**src/rtl/dda_pkg.sv**
```systemverilog
// Shared types and constants for the styled DDA line generator.
// Used by dda_dp, dda_ctrl and the top under rtl/ (not dda_div); depends on nothing.
package dda_pkg;

	localparam int COORD_BITS    = 10;
	localparam int FRAC_BITS_DEF = 16;
	localparam int PIX_W         = 12;
	localparam int IDX_W         = 4;

	localparam logic [IDX_W-1:0] THICK_LAST = IDX_W'(8);

	typedef enum logic {
		ACT_START   = 1'b0,
		ACT_ADVANCE = 1'b1
	} action_t;

	typedef enum logic [1:0] {
		STYLE_SIMPLE = 2'd0,
		STYLE_DOTTED = 2'd1,
		STYLE_DASHED = 2'd2,
		STYLE_THICK  = 2'd3
	} style_t;

	typedef enum logic [1:0] {
		ST_IDLE,
		ST_EMIT,
		ST_DIV
	} state_t;

	typedef struct packed {
		logic                  action;
		logic [COORD_BITS-1:0] start_x;
		logic [COORD_BITS-1:0] start_y;
		logic [COORD_BITS-1:0] end_x;
		logic [COORD_BITS-1:0] end_y;
	} in_item_t;

	typedef struct packed {
		logic signed [PIX_W-1:0] pixel_x;
		logic signed [PIX_W-1:0] pixel_y;
		logic                    last;
		logic                    line_done;
	} out_item_t;

	typedef struct packed {
		logic             load_start;
		logic             step_adv;
		logic             out_load;
		logic [IDX_W-1:0] pix_idx;
		logic             pix_last;
	} dda_cmd_t;

	typedef struct packed {
		logic busy;
		logic start_zero;
		logic adv_emit;
		logic adv_thick;
		logic div_busy;
		logic out_free;
	} dda_stat_t;

	// Thick pattern: (0,0) (+1,0) (-1,0) (0,+1) (0,-1) (-1,+1) (-1,-1) (+1,+1) (+1,-1)
	function automatic logic signed [1:0] thick_dx(input logic [IDX_W-1:0] idx);
		logic signed [1:0] r;
		case (idx)
			4'd1, 4'd7, 4'd8: r = 2'sd1;
			4'd2, 4'd5, 4'd6: r = -2'sd1;
			default:          r = 2'sd0;
		endcase
		return r;
	endfunction

	function automatic logic signed [1:0] thick_dy(input logic [IDX_W-1:0] idx);
		logic signed [1:0] r;
		case (idx)
			4'd3, 4'd5, 4'd7: r = 2'sd1;
			4'd4, 4'd6, 4'd8: r = -2'sd1;
			default:          r = 2'sd0;
		endcase
		return r;
	endfunction

endpackage

```
**src/rtl/dda_div.sv**
```systemverilog
// Unsigned restoring divider, one quotient bit per cycle.
// Standalone; used by dda_dp for the per-axis increments.
module dda_div #(
	parameter int DVD_W = 26,
	parameter int DVS_W = 10
) (
	input  logic             clk,
	input  logic             arst_n,
	input  logic             start,
	input  logic [DVD_W-1:0] dividend,
	input  logic [DVS_W-1:0] divisor,
	output logic             busy,
	output logic [DVD_W-1:0] quotient
);

	localparam int CNT_W = $clog2(DVD_W + 1);

	logic [CNT_W-1:0] cnt_q;
	logic [DVD_W-1:0] quo_q;
	logic [DVS_W-1:0] rem_q;
	logic [DVS_W-1:0] dvs_q;
	logic [DVS_W:0]   shifted;
	logic [DVS_W+1:0] diff;
	logic             ge;

	assign shifted = {rem_q, quo_q[DVD_W-1]};
	assign diff    = {1'b0, shifted} - {2'b00, dvs_q};
	assign ge      = ~diff[DVS_W+1];

	always_ff @(posedge clk or negedge arst_n) begin
		if (!arst_n) begin
			cnt_q <= '0;
		end else if (start) begin
			cnt_q <= CNT_W'(DVD_W);
		end else if (cnt_q != '0) begin
			cnt_q <= cnt_q - CNT_W'(1);
		end
	end

	always_ff @(posedge clk) begin
		if (start) begin
			quo_q <= dividend;
			rem_q <= '0;
			dvs_q <= divisor;
		end else if (cnt_q != '0) begin
			quo_q <= {quo_q[DVD_W-2:0], ge};
			rem_q <= ge ? diff[DVS_W-1:0] : shifted[DVS_W-1:0];
		end
	end

	assign busy     = (cnt_q != '0);
	assign quotient = quo_q;

endmodule

```
**src/rtl/dda_dp.sv**
```systemverilog
// Datapath: line state, position accumulators, increment dividers, style logic
// and the output register. Depends on dda_pkg and dda_div.
module dda_dp import dda_pkg::*; #(
	parameter int FRAC_BITS = FRAC_BITS_DEF
) (
	input  logic      clk,
	input  logic      arst_n,
	input  logic      cfg_wr_en,
	input  logic [1:0] cfg_wr_data,
	input  in_item_t  req,
	input  dda_cmd_t  cmd,
	output dda_stat_t stat,
	input  logic      pix_stall,
	output logic      pix_valid,
	output out_item_t pix
);

	localparam int POS_W = COORD_BITS + FRAC_BITS + 1;
	localparam int INC_W = FRAC_BITS + 2;
	localparam int DVD_W = COORD_BITS + FRAC_BITS;
	localparam int SUM_W = (COORD_BITS + 2 > PIX_W) ? COORD_BITS + 2 : PIX_W;

	logic [1:0]            style_q;
	logic [POS_W-1:0]      pos_x_q, pos_y_q;
	logic [COORD_BITS-1:0] steps_left_q;
	logic [1:0]            dash_count_q;
	logic                  dash_off_q;
	logic                  busy_q;
	logic                  sign_x_q, sign_y_q;
	logic                  done_q;
	logic                  out_valid_q;
	out_item_t             out_q;

	// Start geometry
	logic [COORD_BITS:0]   dx, dy;
	logic [COORD_BITS-1:0] ax, ay, steps;
	logic                  div_start;
	logic                  busy_x, busy_y;
	logic [DVD_W-1:0]      quo_x, quo_y;
	logic [INC_W-1:0]      inc_x, inc_y;

	assign dx = {1'b0, req.end_x} - {1'b0, req.start_x};
	assign dy = {1'b0, req.end_y} - {1'b0, req.start_y};

	always_comb begin
		logic [COORD_BITS:0] nx, ny;
		nx    = -dx;
		ny    = -dy;
		ax    = dx[COORD_BITS] ? nx[COORD_BITS-1:0] : dx[COORD_BITS-1:0];
		ay    = dy[COORD_BITS] ? ny[COORD_BITS-1:0] : dy[COORD_BITS-1:0];
		steps = (ax > ay) ? ax : ay;
	end

	assign div_start = cmd.load_start & (steps != '0);

	dda_div #(.DVD_W(DVD_W), .DVS_W(COORD_BITS)) u_div_x (
		.clk      (clk),
		.arst_n   (arst_n),
		.start    (div_start),
		.dividend ({ax, {FRAC_BITS{1'b0}}}),
		.divisor  (steps),
		.busy     (busy_x),
		.quotient (quo_x)
	);

	dda_div #(.DVD_W(DVD_W), .DVS_W(COORD_BITS)) u_div_y (
		.clk      (clk),
		.arst_n   (arst_n),
		.start    (div_start),
		.dividend ({ay, {FRAC_BITS{1'b0}}}),
		.divisor  (steps),
		.busy     (busy_y),
		.quotient (quo_y)
	);

	// Quotient never exceeds 1.0, so FRAC_BITS+1 bits hold it
	always_comb begin
		logic [INC_W-1:0] mx, my;
		mx    = {1'b0, quo_x[FRAC_BITS:0]};
		my    = {1'b0, quo_y[FRAC_BITS:0]};
		inc_x = sign_x_q ? -mx : mx;
		inc_y = sign_y_q ? -my : my;
	end

	// Advance decision
	logic fin, third;
	logic adv_emit, adv_thick;
	assign fin   = (steps_left_q == COORD_BITS'(1));
	assign third = (dash_count_q == 2'd2);

	always_comb begin
		adv_thick = 1'b0;
		case (style_t'(style_q))
			STYLE_SIMPLE: adv_emit = 1'b1;
			STYLE_DOTTED: adv_emit = third | fin;
			STYLE_DASHED: adv_emit = ~dash_off_q | fin;
			STYLE_THICK: begin
				adv_emit  = 1'b1;
				adv_thick = 1'b1;
			end
			default:      adv_emit = 1'b1;
		endcase
	end

	assign stat.adv_emit   = adv_emit;
	assign stat.adv_thick  = adv_thick;
	assign stat.busy       = busy_q;
	assign stat.start_zero = (steps == '0);
	assign stat.div_busy   = busy_x | busy_y;
	assign stat.out_free   = ~out_valid_q | ~pix_stall;

	always_ff @(posedge clk or negedge arst_n) begin
		if (!arst_n) begin
			style_q      <= STYLE_SIMPLE;
			pos_x_q      <= '0;
			pos_y_q      <= '0;
			steps_left_q <= '0;
			dash_count_q <= '0;
			dash_off_q   <= 1'b0;
			busy_q       <= 1'b0;
			sign_x_q     <= 1'b0;
			sign_y_q     <= 1'b0;
			done_q       <= 1'b0;
			out_valid_q  <= 1'b0;
		end else begin
			if (cfg_wr_en)
				style_q <= cfg_wr_data;
			if (cmd.load_start) begin
				pos_x_q      <= POS_W'({req.start_x, {FRAC_BITS{1'b0}}});
				pos_y_q      <= POS_W'({req.start_y, {FRAC_BITS{1'b0}}});
				steps_left_q <= steps;
				dash_count_q <= '0;
				dash_off_q   <= 1'b0;
				busy_q       <= (steps != '0);
				sign_x_q     <= dx[COORD_BITS];
				sign_y_q     <= dy[COORD_BITS];
				done_q       <= (steps == '0);
			end else if (cmd.step_adv) begin
				pos_x_q      <= pos_x_q + {{(POS_W-INC_W){inc_x[INC_W-1]}}, inc_x};
				pos_y_q      <= pos_y_q + {{(POS_W-INC_W){inc_y[INC_W-1]}}, inc_y};
				steps_left_q <= steps_left_q - COORD_BITS'(1);
				busy_q       <= ~fin;
				done_q       <= fin;
				if (third) begin
					dash_count_q <= '0;
					dash_off_q   <= ~dash_off_q;
				end else begin
					dash_count_q <= dash_count_q + 2'd1;
				end
			end
			if (cmd.out_load)
				out_valid_q <= 1'b1;
			else if (!pix_stall)
				out_valid_q <= 1'b0;
		end
	end

	// Pixel = integer part of position plus the thick offset, wrapped to PIX_W
	logic [SUM_W-1:0] sum_x, sum_y;
	logic signed [1:0] off_x, off_y;

	assign off_x = thick_dx(cmd.pix_idx);
	assign off_y = thick_dy(cmd.pix_idx);
	assign sum_x = SUM_W'(pos_x_q[FRAC_BITS +: COORD_BITS]) + {{(SUM_W-2){off_x[1]}}, off_x};
	assign sum_y = SUM_W'(pos_y_q[FRAC_BITS +: COORD_BITS]) + {{(SUM_W-2){off_y[1]}}, off_y};

	always_ff @(posedge clk) begin
		if (cmd.out_load) begin
			out_q.pixel_x   <= sum_x[PIX_W-1:0];
			out_q.pixel_y   <= sum_y[PIX_W-1:0];
			out_q.last      <= cmd.pix_last;
			out_q.line_done <= done_q;
		end
	end

	assign pix_valid = out_valid_q;
	assign pix       = out_q;

endmodule

```
**src/rtl/dda_ctrl.sv**
```systemverilog
// Controller: accepts items, sequences pixel emission and waits on the divider.
// Depends on dda_pkg.
module dda_ctrl import dda_pkg::*; (
	input  logic      clk,
	input  logic      arst_n,
	input  logic      req_valid,
	input  logic      action,
	output logic      req_stall,
	input  dda_stat_t stat,
	output dda_cmd_t  cmd
);

	state_t           state_q, state_d;
	logic [IDX_W-1:0] idx_q;
	logic             thick_q;
	logic             pend_div_q;
	logic             is_start;

	assign is_start = (action_t'(action) == ACT_START);

	always_comb begin
		state_d = state_q;
		case (state_q)
			ST_IDLE: begin
				if (req_valid) begin
					if (is_start)
						state_d = ST_EMIT;
					else if (stat.busy && stat.adv_emit)
						state_d = ST_EMIT;
				end
			end
			ST_EMIT: begin
				if (cmd.out_load && cmd.pix_last)
					state_d = pend_div_q ? ST_DIV : ST_IDLE;
			end
			ST_DIV: begin
				if (!stat.div_busy)
					state_d = ST_IDLE;
			end
			default: state_d = ST_IDLE;
		endcase
	end

	always_comb begin
		cmd       = '0;
		req_stall = 1'b1;
		case (state_q)
			ST_IDLE: begin
				req_stall = 1'b0;
				if (req_valid) begin
					cmd.load_start = is_start;
					cmd.step_adv   = ~is_start & stat.busy;
				end
			end
			ST_EMIT: begin
				cmd.out_load = stat.out_free;
				cmd.pix_idx  = thick_q ? idx_q : '0;
				cmd.pix_last = ~thick_q | (idx_q == THICK_LAST);
			end
			default: ;
		endcase
	end

	always_ff @(posedge clk or negedge arst_n) begin
		if (!arst_n) begin
			state_q    <= ST_IDLE;
			idx_q      <= '0;
			thick_q    <= 1'b0;
			pend_div_q <= 1'b0;
		end else begin
			state_q <= state_d;
			if (state_q == ST_IDLE && req_valid) begin
				idx_q      <= '0;
				thick_q    <= ~is_start & stat.adv_thick;
				pend_div_q <= is_start & ~stat.start_zero;
			end else if (cmd.out_load) begin
				idx_q <= idx_q + IDX_W'(1);
			end
		end
	end

endmodule

```
**src/rtl/dda_styled_line_generator_top.sv**
```systemverilog
// Styled DDA line generator, top level.
// Request channel (req_valid/req_stall/req) takes start and advance items.
// A start item loads the endpoints, emits the start pixel and runs the
// increment division alongside it; req_stall stays high until the division
// is done. An advance item moves one step along the line and emits 0, 1
// or 9 pixels depending on line_style.
// Pixels leave on (pix_valid/pix_stall/pix) from an output register. An
// accepted item with pixels moves to ST_EMIT, which loads them into that
// register whenever it is free; unless the division is still running, the
// next item is taken the cycle after its last pixel enters that register.
// A pixel-less advance stays in ST_IDLE; one with no active line is dropped.
// The user must write line_style (cfg_wr_en/cfg_wr_data) only while idle; the block does not check.
// When the receiver stalls, the pixel register holds and emission pauses.
// arst_n clears all line state, the style (simple) and the output valid.
// Depends on dda_pkg, dda_ctrl, dda_dp and dda_div.
module dda_styled_line_generator_top import dda_pkg::*; #(
	parameter int FRAC_BITS = FRAC_BITS_DEF
) (
	input  logic       clk,
	input  logic       arst_n,
	input  logic       cfg_wr_en,
	input  logic [1:0] cfg_wr_data,
	input  logic       req_valid,
	output logic       req_stall,
	input  in_item_t   req,
	output logic       pix_valid,
	input  logic       pix_stall,
	output out_item_t  pix
);

	dda_cmd_t  cmd;
	dda_stat_t stat;

	dda_ctrl u_ctrl (
		.clk       (clk),
		.arst_n    (arst_n),
		.req_valid (req_valid),
		.action    (req.action),
		.req_stall (req_stall),
		.stat      (stat),
		.cmd       (cmd)
	);

	dda_dp #(.FRAC_BITS(FRAC_BITS)) u_dp (
		.clk         (clk),
		.arst_n      (arst_n),
		.cfg_wr_en   (cfg_wr_en),
		.cfg_wr_data (cfg_wr_data),
		.req         (req),
		.cmd         (cmd),
		.stat        (stat),
		.pix_stall   (pix_stall),
		.pix_valid   (pix_valid),
		.pix         (pix)
	);

endmodule

```
**config.mk**
```make
export PLATFORM = sky130hd
export DESIGN_NAME = dda_styled_line_generator_top
export DESIGN_NICKNAME = d
export VERILOG_FILES = /design/src/rtl/dda_pkg.sv /design/src/rtl/dda_div.sv /design/src/rtl/dda_dp.sv /design/src/rtl/dda_ctrl.sv /design/src/rtl/dda_styled_line_generator_top.sv
export SDC_FILE = /design/constraint.sdc
export NUM_CORES = 1
export LEC_CHECK = 0
export ABC_AREA = 1
export BUFFER_PORTS_ARGS = -buffer_cell sky130_fd_sc_hd__buf_2
export CAP_MARGIN = 20
export CORE_MARGIN = 4
export CORE_UTILIZATION = 57
export CTS_CLUSTER_SIZE = 12
export DETAILED_ROUTE_END_ITERATION = 7
export PLACE_DENSITY_LB_ADDON = 0.08
export SLEW_MARGIN = 20
export SYNTH_ARGS = -nofsm -noshare
export SYNTH_HDL_FRONTEND = slang
export SYNTH_SLANG_ARGS = --single-unit
```
**constraint.sdc**
```tcl
create_clock -name clk -period 3.5 [get_ports clk]
set_input_delay 0.175 -clock clk [delete_from_list [all_inputs] [get_ports clk]]
set_output_delay 0.175 -clock clk [all_outputs]
set_load 0.005 [all_outputs]
```
==> impl_metrics.tcl, run 1 <==
set metrics [dict create \
    cp_data_arrival_time_ns 3.87 \
    internal_power_mw 10.3 \
    nets 2641 \
    final_cell_mix "sky130_fd_sc_hd__nand2_1 (484), sky130_fd_sc_hd__inv_1 (264), sky130_fd_sc_hd__buf_4 (236), sky130_fd_sc_hd__nor2_1 (144), sky130_fd_sc_hd__o21ai_0 (121)" \
    setup.worst_path.start_class "input pin" \
    worst-path-max-fanout 8 \
    rows 60 \
    cts_tree "yes" \
    htree_num_levels 4 \
    fillerInstances 2048 \
    grt_start_max_net_pins 38 \
    viasPerCell 5.54 \
    clockPowerShare 0.100 \
    root_buffer "sky130_fd_sc_hd__clkbuf_16" \
    p_sw_frac 0.492 \
    synth.net_count 2328 \
    postSynthRegisterBits 198 \
    cts.clk_slew.worst_paths_ns 0.08 \
    maxCapViolCount 0 \
    worst-r2r-setup-slack_ns -0.03 \
    synth_area_per_cell_sq_um 7.25 \
    fraction_of_the_core_area_covered_by_cells_at_the_end_of_the_flow 0.747 \
    final-setup-viol-count 115 \
    static-leakage-power_nw 9.99 \
    drt_drc_violations_left 0 \
    period_needed_ns 3.67 \
    final_cycle_share 1.05 \
    synth_cells 2138 \
    end_kind "flip-flop" \
    synth-seq-area-share 0.321 \
    detailroute.via_count 15545 \
    dpl_worst_slack_ns -0.635 \
    detail_route.iter0.violations 1180 \
    core_region_area_sq_um 26900 \
    proportion_of_layout_cells_with_a_drive_suffix_above_1 0.273 \
    area.growth.synth_to_final_pct 29.5 \
    status "complete, but fails checks" \
    synth_enable_flop_cells 56 \
    synthDominantAreaCellType "sky130_fd_sc_hd__dfrtp_1" \
    power_switching_mw 9.91 \
    buffer_ports.inserted 75 \
    synth-async-reset-ratio 0.455 \
    layout.cells.most_common "sky130_fd_sc_hd__nand2_1" \
    post-layout-total-power_mw 20.2 \
    slew_at_the_pin_closest_to_its_max_slew_limit_ns 0.779 \
    crit_required_ns 3.70 \
    top_level_ports 76 \
    first_pass_grt_wire_length_microns 71000 \
    grt_setup_unrepaired "true" \
    finalClockSkew_ns 0.0182 \
    synthesis.yosys.warnings 0 \
    max_clock_freq_ghz 0.273 \
    antennaDiodeCount 0 \
    comb_power_share 0.687 \
    post-synth-top-area-fraction 0.145 \
    clkLatencyLatePin_ns 0.45 \
    postLayoutCellArea_sq_um 20100 \
    mappedNetlistArea_sq_um 15500 \
    finalMaxSlewViolations 0 \
    wl_per_cell_microns 16.3 \
    hold_path.class "input pin to flip-flop" \
    grt_pass1_vias 14446 \
    cts-root-to-sink-buffers 2 \
    detailed_router_iteration_count_before_antenna_repair 7 \
    route.final.wire_length_microns 45600 \
    detail-route-antenna-nets 0 \
    dp_hpwl_microns 33200 \
    p_per_area_nw_per_um2 1000 \
    seq_power_share 0.213 \
    maximum_resistive_drop_on_vdd_mv 0.544 \
    report.final.hold_viol_count 0 \
    placed_cell_area_sq_um 17900 \
    critPathKind "input pin to flip-flop" \
    slew_headroom 0.480 \
    gp_congestion 0.944 \
    grt-ovfl-total 0 \
    fp.dieH_microns 173 \
    die_width_microns 173 \
    synth.distinct_cells 56 \
    synthTopCellsByArea "sky130_fd_sc_hd__dfrtp_1 (15%), sky130_fd_sc_hd__nand2_1 (13%), sky130_fd_sc_hd__edfxtp_1 (11%)" \
    synth_flop_cell "sky130_fd_sc_hd__dfrtp_1" \
    initial_utilization 0.577 \
    fp.dieArea_sq_um 29900 \
    postLayoutSetupSlackWorst_ns -0.165 \
    cts_made_buffers 17 \
    failed_checks "setup timing" \
    grt_usage 0.284 \
    number_of_antenna_violations_at_the_first_check_in_global_routing 0 \
    cts.sink_count 198 \
]
[worst paths after layout]
check | cells past startpoint | start | end
worst min-delay path | 3 | pix_stall | u_dp.pix_valid
worst min register to register | 1 | u_dp.dash_count_q[1] | u_dp.dash_count_q[0]
max in group asynchronous | 3 | arst_n | u_dp.pos_y_q[16]
worst max register to register | 21 | u_dp.u_div_x.quotient[1] | u_dp.pos_x_q[23]
min in group asynchronous | 2 | arst_n | u_dp.pos_x_q[4]
worst max-delay path | 27 | req[21] | u_dp.u_div_x.quotient[21]
[layer usage]
metal  vias to the layer above  share of wire  GRT usage
li1                       7671              -          -
met1                      7261           0.44      0.381
met2                       511           0.47      0.473
met3                       102          0.050     0.0400
met5                         -              0          0
met4                         0          0.037      0.101
[sequential cells by signal, indices dropped and copies added (netlist names), 2 cells and up]
register	count
u_ctrl.idx_q	4
u_ctrl.state_q	2
u_dp.dash_count_q	2
u_dp.pix	26
u_dp.pos_x_q	26
u_dp.pos_y_q	26
u_dp.steps_left_q	10
u_dp.style_q	2
u_dp.u_div_x.cnt_q	5
u_dp.u_div_x.dvs_q	10
u_dp.u_div_x.quotient	26
u_dp.u_div_x.rem_q	10
u_dp.u_div_y.cnt_q	5
u_dp.u_div_y.quotient	26
u_dp.u_div_y.rem_q	10
[cells by family after synthesis]
family	share of synthesized area
AO/OA/AOI/OAI	0.144
XOR/XNOR	0.0474
adder cells (fa/ha/maj)	0.118
buffers and inverters	0.0894
flip-flops	0.321
multiplexers	0.00532
AND/OR/NAND/NOR	0.274
[power by group through the flow]
| stage | Sequential, mW | Clock (mW) | Combinational [mW] |
|---|---|---|---|
| 2_1_floorplan | 4.08 | 0 | 8.31 |
| 3_3_place_gp | 4.24 | 0 | 11.4 |
| 3_5_place_dp | 4.26 | 0 | 11.8 |
| 4_1_cts | 4.25 | 2.03 | 12.3 |
| 5_1_grt | 4.40 | 2.13 | 15.3 |
| 6_report | 4.30 | 2.02 | 13.9 |
[timing repair]
action	4_1_cts	5_1_grt
pin swaps	21	87
setup endpoints to repair	123	148
setup buffers	8	29
gates cloned	0	7
hold buffers	6	0
resized for setup	63	241
endpoints found under the hold margin	33	0
[metrics by stage]
stage	hold WS (ns)	TNS [ns]	instances
after CTS	0.0155	-0.658	2769
after global routing	0.0397	-32.85	2805
final	0.0265	-11.54	2805
after floorplan	-0.121	-7.43	2138
after global placement	0.170	-58.78	2723
after detailed placement	0.164	-69.31	2723
[critical path, stage by stage]
cell                         delay [ns]
sky130_fd_sc_hd__buf_2             0.11
sky130_fd_sc_hd__clkinvlp_4        0.18
sky130_fd_sc_hd__fa_2              0.44
sky130_fd_sc_hd__nand2_2           0.10
sky130_fd_sc_hd__nand2_4           0.06
sky130_fd_sc_hd__nand3_4           0.11
sky130_fd_sc_hd__nand2_4           0.07
sky130_fd_sc_hd__a21oi_4           0.19
sky130_fd_sc_hd__clkbuf_16         0.19
sky130_fd_sc_hd__nand3b_1          0.08
sky130_fd_sc_hd__nand2_1           0.15
sky130_fd_sc_hd__inv_1             0.06
sky130_fd_sc_hd__ha_1              0.28
sky130_fd_sc_hd__nand2_1           0.09
sky130_fd_sc_hd__nor2_4            0.10
sky130_fd_sc_hd__nand4_1           0.21
sky130_fd_sc_hd__nand2_4           0.19
sky130_fd_sc_hd__inv_8             0.06
sky130_fd_sc_hd__nand2_4           0.05
sky130_fd_sc_hd__o21ai_2           0.06
sky130_fd_sc_hd__nor2_1            0.15
sky130_fd_sc_hd__nand3_2           0.12
sky130_fd_sc_hd__nor2_4            0.16
sky130_fd_sc_hd__nand2_4           0.09
sky130_fd_sc_hd__nand2_8           0.15
sky130_fd_sc_hd__buf_12            0.16
sky130_fd_sc_hd__nand2_8           0.07
[cell type report]
cell class / count / area (sq um) / share of cell area
multi-input cells: 1595 / 10300 / 0.511
flip-flops and latches: 198 / 4980 / 0.248
repair buffers: 341 / 2670 / 0.133
inverters: 297 / 1170 / 0.0582
well taps: 341 / 427 / 0.0212
clock buffers: 17 / 425 / 0.0212
clock inverters: 15 / 155 / 0.00772
repair inverters: 1 / 6.26 / 0.000311
[synthesized netlist by cell type, types with 3 or more instances]
| cell type | n |
|---|---|
| sky130_fd_sc_hd__nand2_1 | 546 |
| sky130_fd_sc_hd__inv_1 | 286 |
| sky130_fd_sc_hd__nor2_1 | 178 |
| sky130_fd_sc_hd__o21ai_0 | 148 |
| sky130_fd_sc_hd__ha_1 | 134 |
| sky130_fd_sc_hd__a21oi_1 | 129 |
| sky130_fd_sc_hd__nand3_1 | 127 |
| sky130_fd_sc_hd__dfrtp_1 | 90 |
| sky130_fd_sc_hd__xor2_1 | 74 |
| sky130_fd_sc_hd__edfxtp_1 | 56 |
| sky130_fd_sc_hd__dfxtp_1 | 52 |
| sky130_fd_sc_hd__clkbuf_1 | 34 |
| sky130_fd_sc_hd__nor2_4 | 31 |
| sky130_fd_sc_hd__o211ai_1 | 24 |
| sky130_fd_sc_hd__nand4_1 | 20 |
| sky130_fd_sc_hd__nor3_1 | 18 |
| sky130_fd_sc_hd__o21bai_1 | 12 |
| sky130_fd_sc_hd__o31ai_1 | 12 |
| sky130_fd_sc_hd__a31oi_1 | 11 |
| sky130_fd_sc_hd__nand3b_1 | 11 |
| sky130_fd_sc_hd__nor4_1 | 10 |
| sky130_fd_sc_hd__or2_2 | 10 |
| sky130_fd_sc_hd__xnor2_1 | 10 |
| sky130_fd_sc_hd__a21o_1 | 9 |
| sky130_fd_sc_hd__inv_2 | 9 |
| sky130_fd_sc_hd__fa_1 | 8 |
| sky130_fd_sc_hd__o21ai_1 | 8 |
| sky130_fd_sc_hd__buf_2 | 7 |
| sky130_fd_sc_hd__mux2i_1 | 6 |
| sky130_fd_sc_hd__nand2_2 | 6 |
| sky130_fd_sc_hd__nor2_2 | 6 |
| sky130_fd_sc_hd__o21a_1 | 6 |
| sky130_fd_sc_hd__a211oi_1 | 5 |
| sky130_fd_sc_hd__a32o_1 | 5 |
| sky130_fd_sc_hd__o221ai_1 | 5 |
| sky130_fd_sc_hd__buf_12 | 3 |
| sky130_fd_sc_hd__buf_6 | 3 |
| sky130_fd_sc_hd__nand3_2 | 3 |
Note: power is estimated with default switching activity, not from simulation.
==> run 2, diff against run 1 <==
ABC_CLOCK_PERIOD_IN_PS = 3500   (was default)
PLACE_DENSITY = 0.82   (was default)
PLACE_DENSITY_LB_ADDON = default   (was 0.08)
==> run 2 against run 1 <==
The run still ends with setup timing left. Total power up 0.33%. Hold slack better by 0.0096 ns. Setup slack better by 0.036 ns. Cell count down 0.61%. Largest cell class unchanged.
==> impl_metrics.tcl, run 2 (same netlist as run 1, synthesis figures left out) <==
set metrics [dict create \
    report.final.hold_viol_count 0 \
    maximum_resistive_drop_on_vdd_mv 0.612 \
    cp.buffers_inverters 3 \
    period_needed_ns 3.63 \
    proportion_of_layout_cells_with_a_drive_suffix_above_1 0.255 \
    grt_usage 0.292 \
    totalNegativeSetupSlack_ns -1.93 \
    finalClockSkew_ns 0.0169 \
    die_width_microns 173 \
    grt_setup_unrepaired "true" \
    detail-route-antenna-nets 0 \
    cts.clk_slew.worst_paths_ns 0.10 \
    dpl_worst_slack_ns -0.604 \
    wl_per_cell_microns 16.7 \
    rows 60 \
    area.growth.synth_to_final_pct 28.0 \
    setup.worst_path.start_class "flip-flop" \
    cts.sink_count 198 \
    htree_num_levels 4 \
    viasPerCell 5.72 \
    finalHoldWorstSlack_ns 0.0360 \
    dp_hpwl_microns 33200 \
    crit_slowest_cell "sky130_fd_sc_hd__ha_1" \
    status "complete, but fails checks" \
    initial_utilization 0.577 \
    final_cell_mix "sky130_fd_sc_hd__nand2_1 (503), sky130_fd_sc_hd__inv_1 (268), sky130_fd_sc_hd__buf_4 (231), sky130_fd_sc_hd__nor2_1 (153), sky130_fd_sc_hd__o21ai_0 (125)" \
    cts-root-to-sink-buffers 2 \
    critPathKind "flip-flop to flip-flop" \
    final-setup-viol-count 70 \
    worst-path-max-fanout 4 \
    fp.dieH_microns 173 \
    nets 2624 \
    end_kind "flip-flop" \
    grt_pass1_vias 15504 \
    buffer_ports.inserted 75 \
    slew_headroom 0.305 \
    drt_drc_violations_left 0 \
    antennaDiodeCount 0 \
    number_of_antenna_violations_at_the_first_check_in_global_routing 0 \
    fillerInstances 1842 \
    cts_tree "yes" \
    core_region_area_sq_um 26900 \
    finalMaxSlewViolations 0 \
    static-leakage-power_nw 9.89 \
    hold_path.class "input pin to flip-flop" \
    route.final.wire_length_microns 46700 \
    slew_at_the_pin_closest_to_its_max_slew_limit_ns 1.04 \
    cp_top_family "simple AND/OR/NAND/NOR gates" \
    critical_path_s_largest_stage_delay_ns 0.37 \
    clkLatencyLatePin_ns 0.46 \
    max_clock_freq_ghz 0.276 \
    gp_congestion 0.961 \
    failed_checks "setup timing" \
    grt-ovfl-total 0 \
    postLayoutSetupSlackWorst_ns -0.129 \
    cp_data_arrival_time_ns 3.97 \
    detailed_router_iteration_count_before_antenna_repair 6 \
    p_per_area_nw_per_um2 1020 \
    fraction_of_the_core_area_covered_by_cells_at_the_end_of_the_flow 0.738 \
    first_pass_grt_wire_length_microns 73400 \
    fp.dieArea_sq_um 29900 \
    root_buffer "sky130_fd_sc_hd__clkbuf_16" \
    maxCapViolCount 0 \
    cp_cell_sequence "buf_4 -> nor3_4 -> nand2_2 -> nor3_4 -> nand2_2 -> nor3_4 -> nand2_1 -> nand2_2 -> buf_4 -> xor2_2 -> ha_1 -> nand2_2 -> nor4_4 -> buf_4 -> nand3_1 -> nand3_2 -> nand2_1 -> nand2_1 -> a21oi_1 -> o21ai_1 -> o211ai_1" \
    crit_required_ns 3.84 \
    detailroute.via_count 15956 \
    final_cycle_share 1.04 \
    top_level_ports 76 \
    detail_route.iter0.violations 1491 \
    critical-path-top-cell-by-count "sky130_fd_sc_hd__nand2_2" \
    layout.cells.most_common "sky130_fd_sc_hd__nand2_1" \
    grt_start_max_net_pins 70 \
    cts_made_buffers 17 \
]
run 2: cell count changes in the layout (fill, tap and decap cells not counted), sizes merged:
cell	previous run	this run
nand2	554	552
clkinv	6	8
buf	331	319
inv	303	304
clkbuf	21	19
bufinv	1	0
clkinvlp	3	0
run 2: final cells by class:
class                   instances  area (sq um)  share of cell area
well taps                     341           427              0.0215
inverters                     297          1150              0.0581
repair buffers                327          2450               0.124
multi-input cells            1593         10200               0.512
flip-flops and latches        198          4980               0.251
clock inverters                15           241              0.0122
clock buffers                  17           425              0.0214
run 2: repair_timing:
item | in CTS | in global routing
pin swaps | 32 | 53
setup buffers | 9 | 20
hold buffers | 6 | 0
hold endpoints to repair | 71 | 0
cloned | 0 | 1
setup endpoints to repair | 119 | 146
gates resized for setup | 75 | 165
run 2: metrics by stage:
step / cells / power (mW) / cell area [sq um]
floorplan: 2138 / 12.4 / 15700
global placement: 2720 / 15.6 / 17900
detailed placement: 2720 / 16.0 / 17900
CTS: 2767 / 18.9 / 19000
global route: 2788 / 21.8 / 19800
finish: 2788 / 20.2 / 19800
run 2: worst reg2reg max path: stages, from the launching register on:
cell and delay (ns):
sky130_fd_sc_hd__dfxtp_2 0.34, sky130_fd_sc_hd__buf_4 0.15, sky130_fd_sc_hd__nor3_4 0.21, sky130_fd_sc_hd__nand2_2 0.10, sky130_fd_sc_hd__nor3_4 0.22, sky130_fd_sc_hd__nand2_2 0.12
sky130_fd_sc_hd__nor3_4 0.19, sky130_fd_sc_hd__nand2_1 0.12, sky130_fd_sc_hd__nand2_2 0.11, sky130_fd_sc_hd__buf_4 0.13, sky130_fd_sc_hd__xor2_2 0.06, sky130_fd_sc_hd__ha_1 0.37
sky130_fd_sc_hd__nand2_2 0.11, sky130_fd_sc_hd__nor4_4 0.32, sky130_fd_sc_hd__buf_4 0.17, sky130_fd_sc_hd__nand3_1 0.12, sky130_fd_sc_hd__nand3_2 0.15, sky130_fd_sc_hd__nand2_1 0.08
sky130_fd_sc_hd__nand2_1 0.09, sky130_fd_sc_hd__a21oi_1 0.07, sky130_fd_sc_hd__o21ai_1 0.19, sky130_fd_sc_hd__o211ai_1 0.12
run 2: metal layers:
metal | GRT usage | wire length, microns | share of wire | up-vias
met5 | 0 | 0 | 0 | -
met4 | 0.137 | 2430 | 0.052 | 0
met3 | 0.0387 | 3220 | 0.069 | 176
met2 | 0.505 | 22500 | 0.48 | 747
met1 | 0.364 | 18500 | 0.40 | 7386
li1 | - | - | - | 7647
run 2: power breakdown:
part           leakage [nW]  switching, mW  internal (mW)
logic                  7.43           8.12           5.58
clock network         0.319           1.15           1.03
registers              2.14          0.829           3.52
total                  9.89           10.1           10.1
run 2: path summary, 6_finish.rpt:
check / start / to / slack, ns / depth (start not counted)
min: cfg_wr_en / u_dp.style_q[1] / 0.04 / 2
max reg2reg: u_dp.u_div_x.quotient[0] / u_dp.pos_x_q[24] / -0.13 / 21
min in group asynchronous: arst_n / u_dp.pos_x_q[7] / 0.38 / 2
min reg2reg: u_dp.pos_x_q[7] / u_dp.pos_x_q[7] / 0.50 / 2
max in group asynchronous: arst_n / u_dp.pos_y_q[5] / 2.20 / 3
max: u_dp.u_div_x.quotient[0] / u_dp.pos_x_q[24] / -0.13 / 21
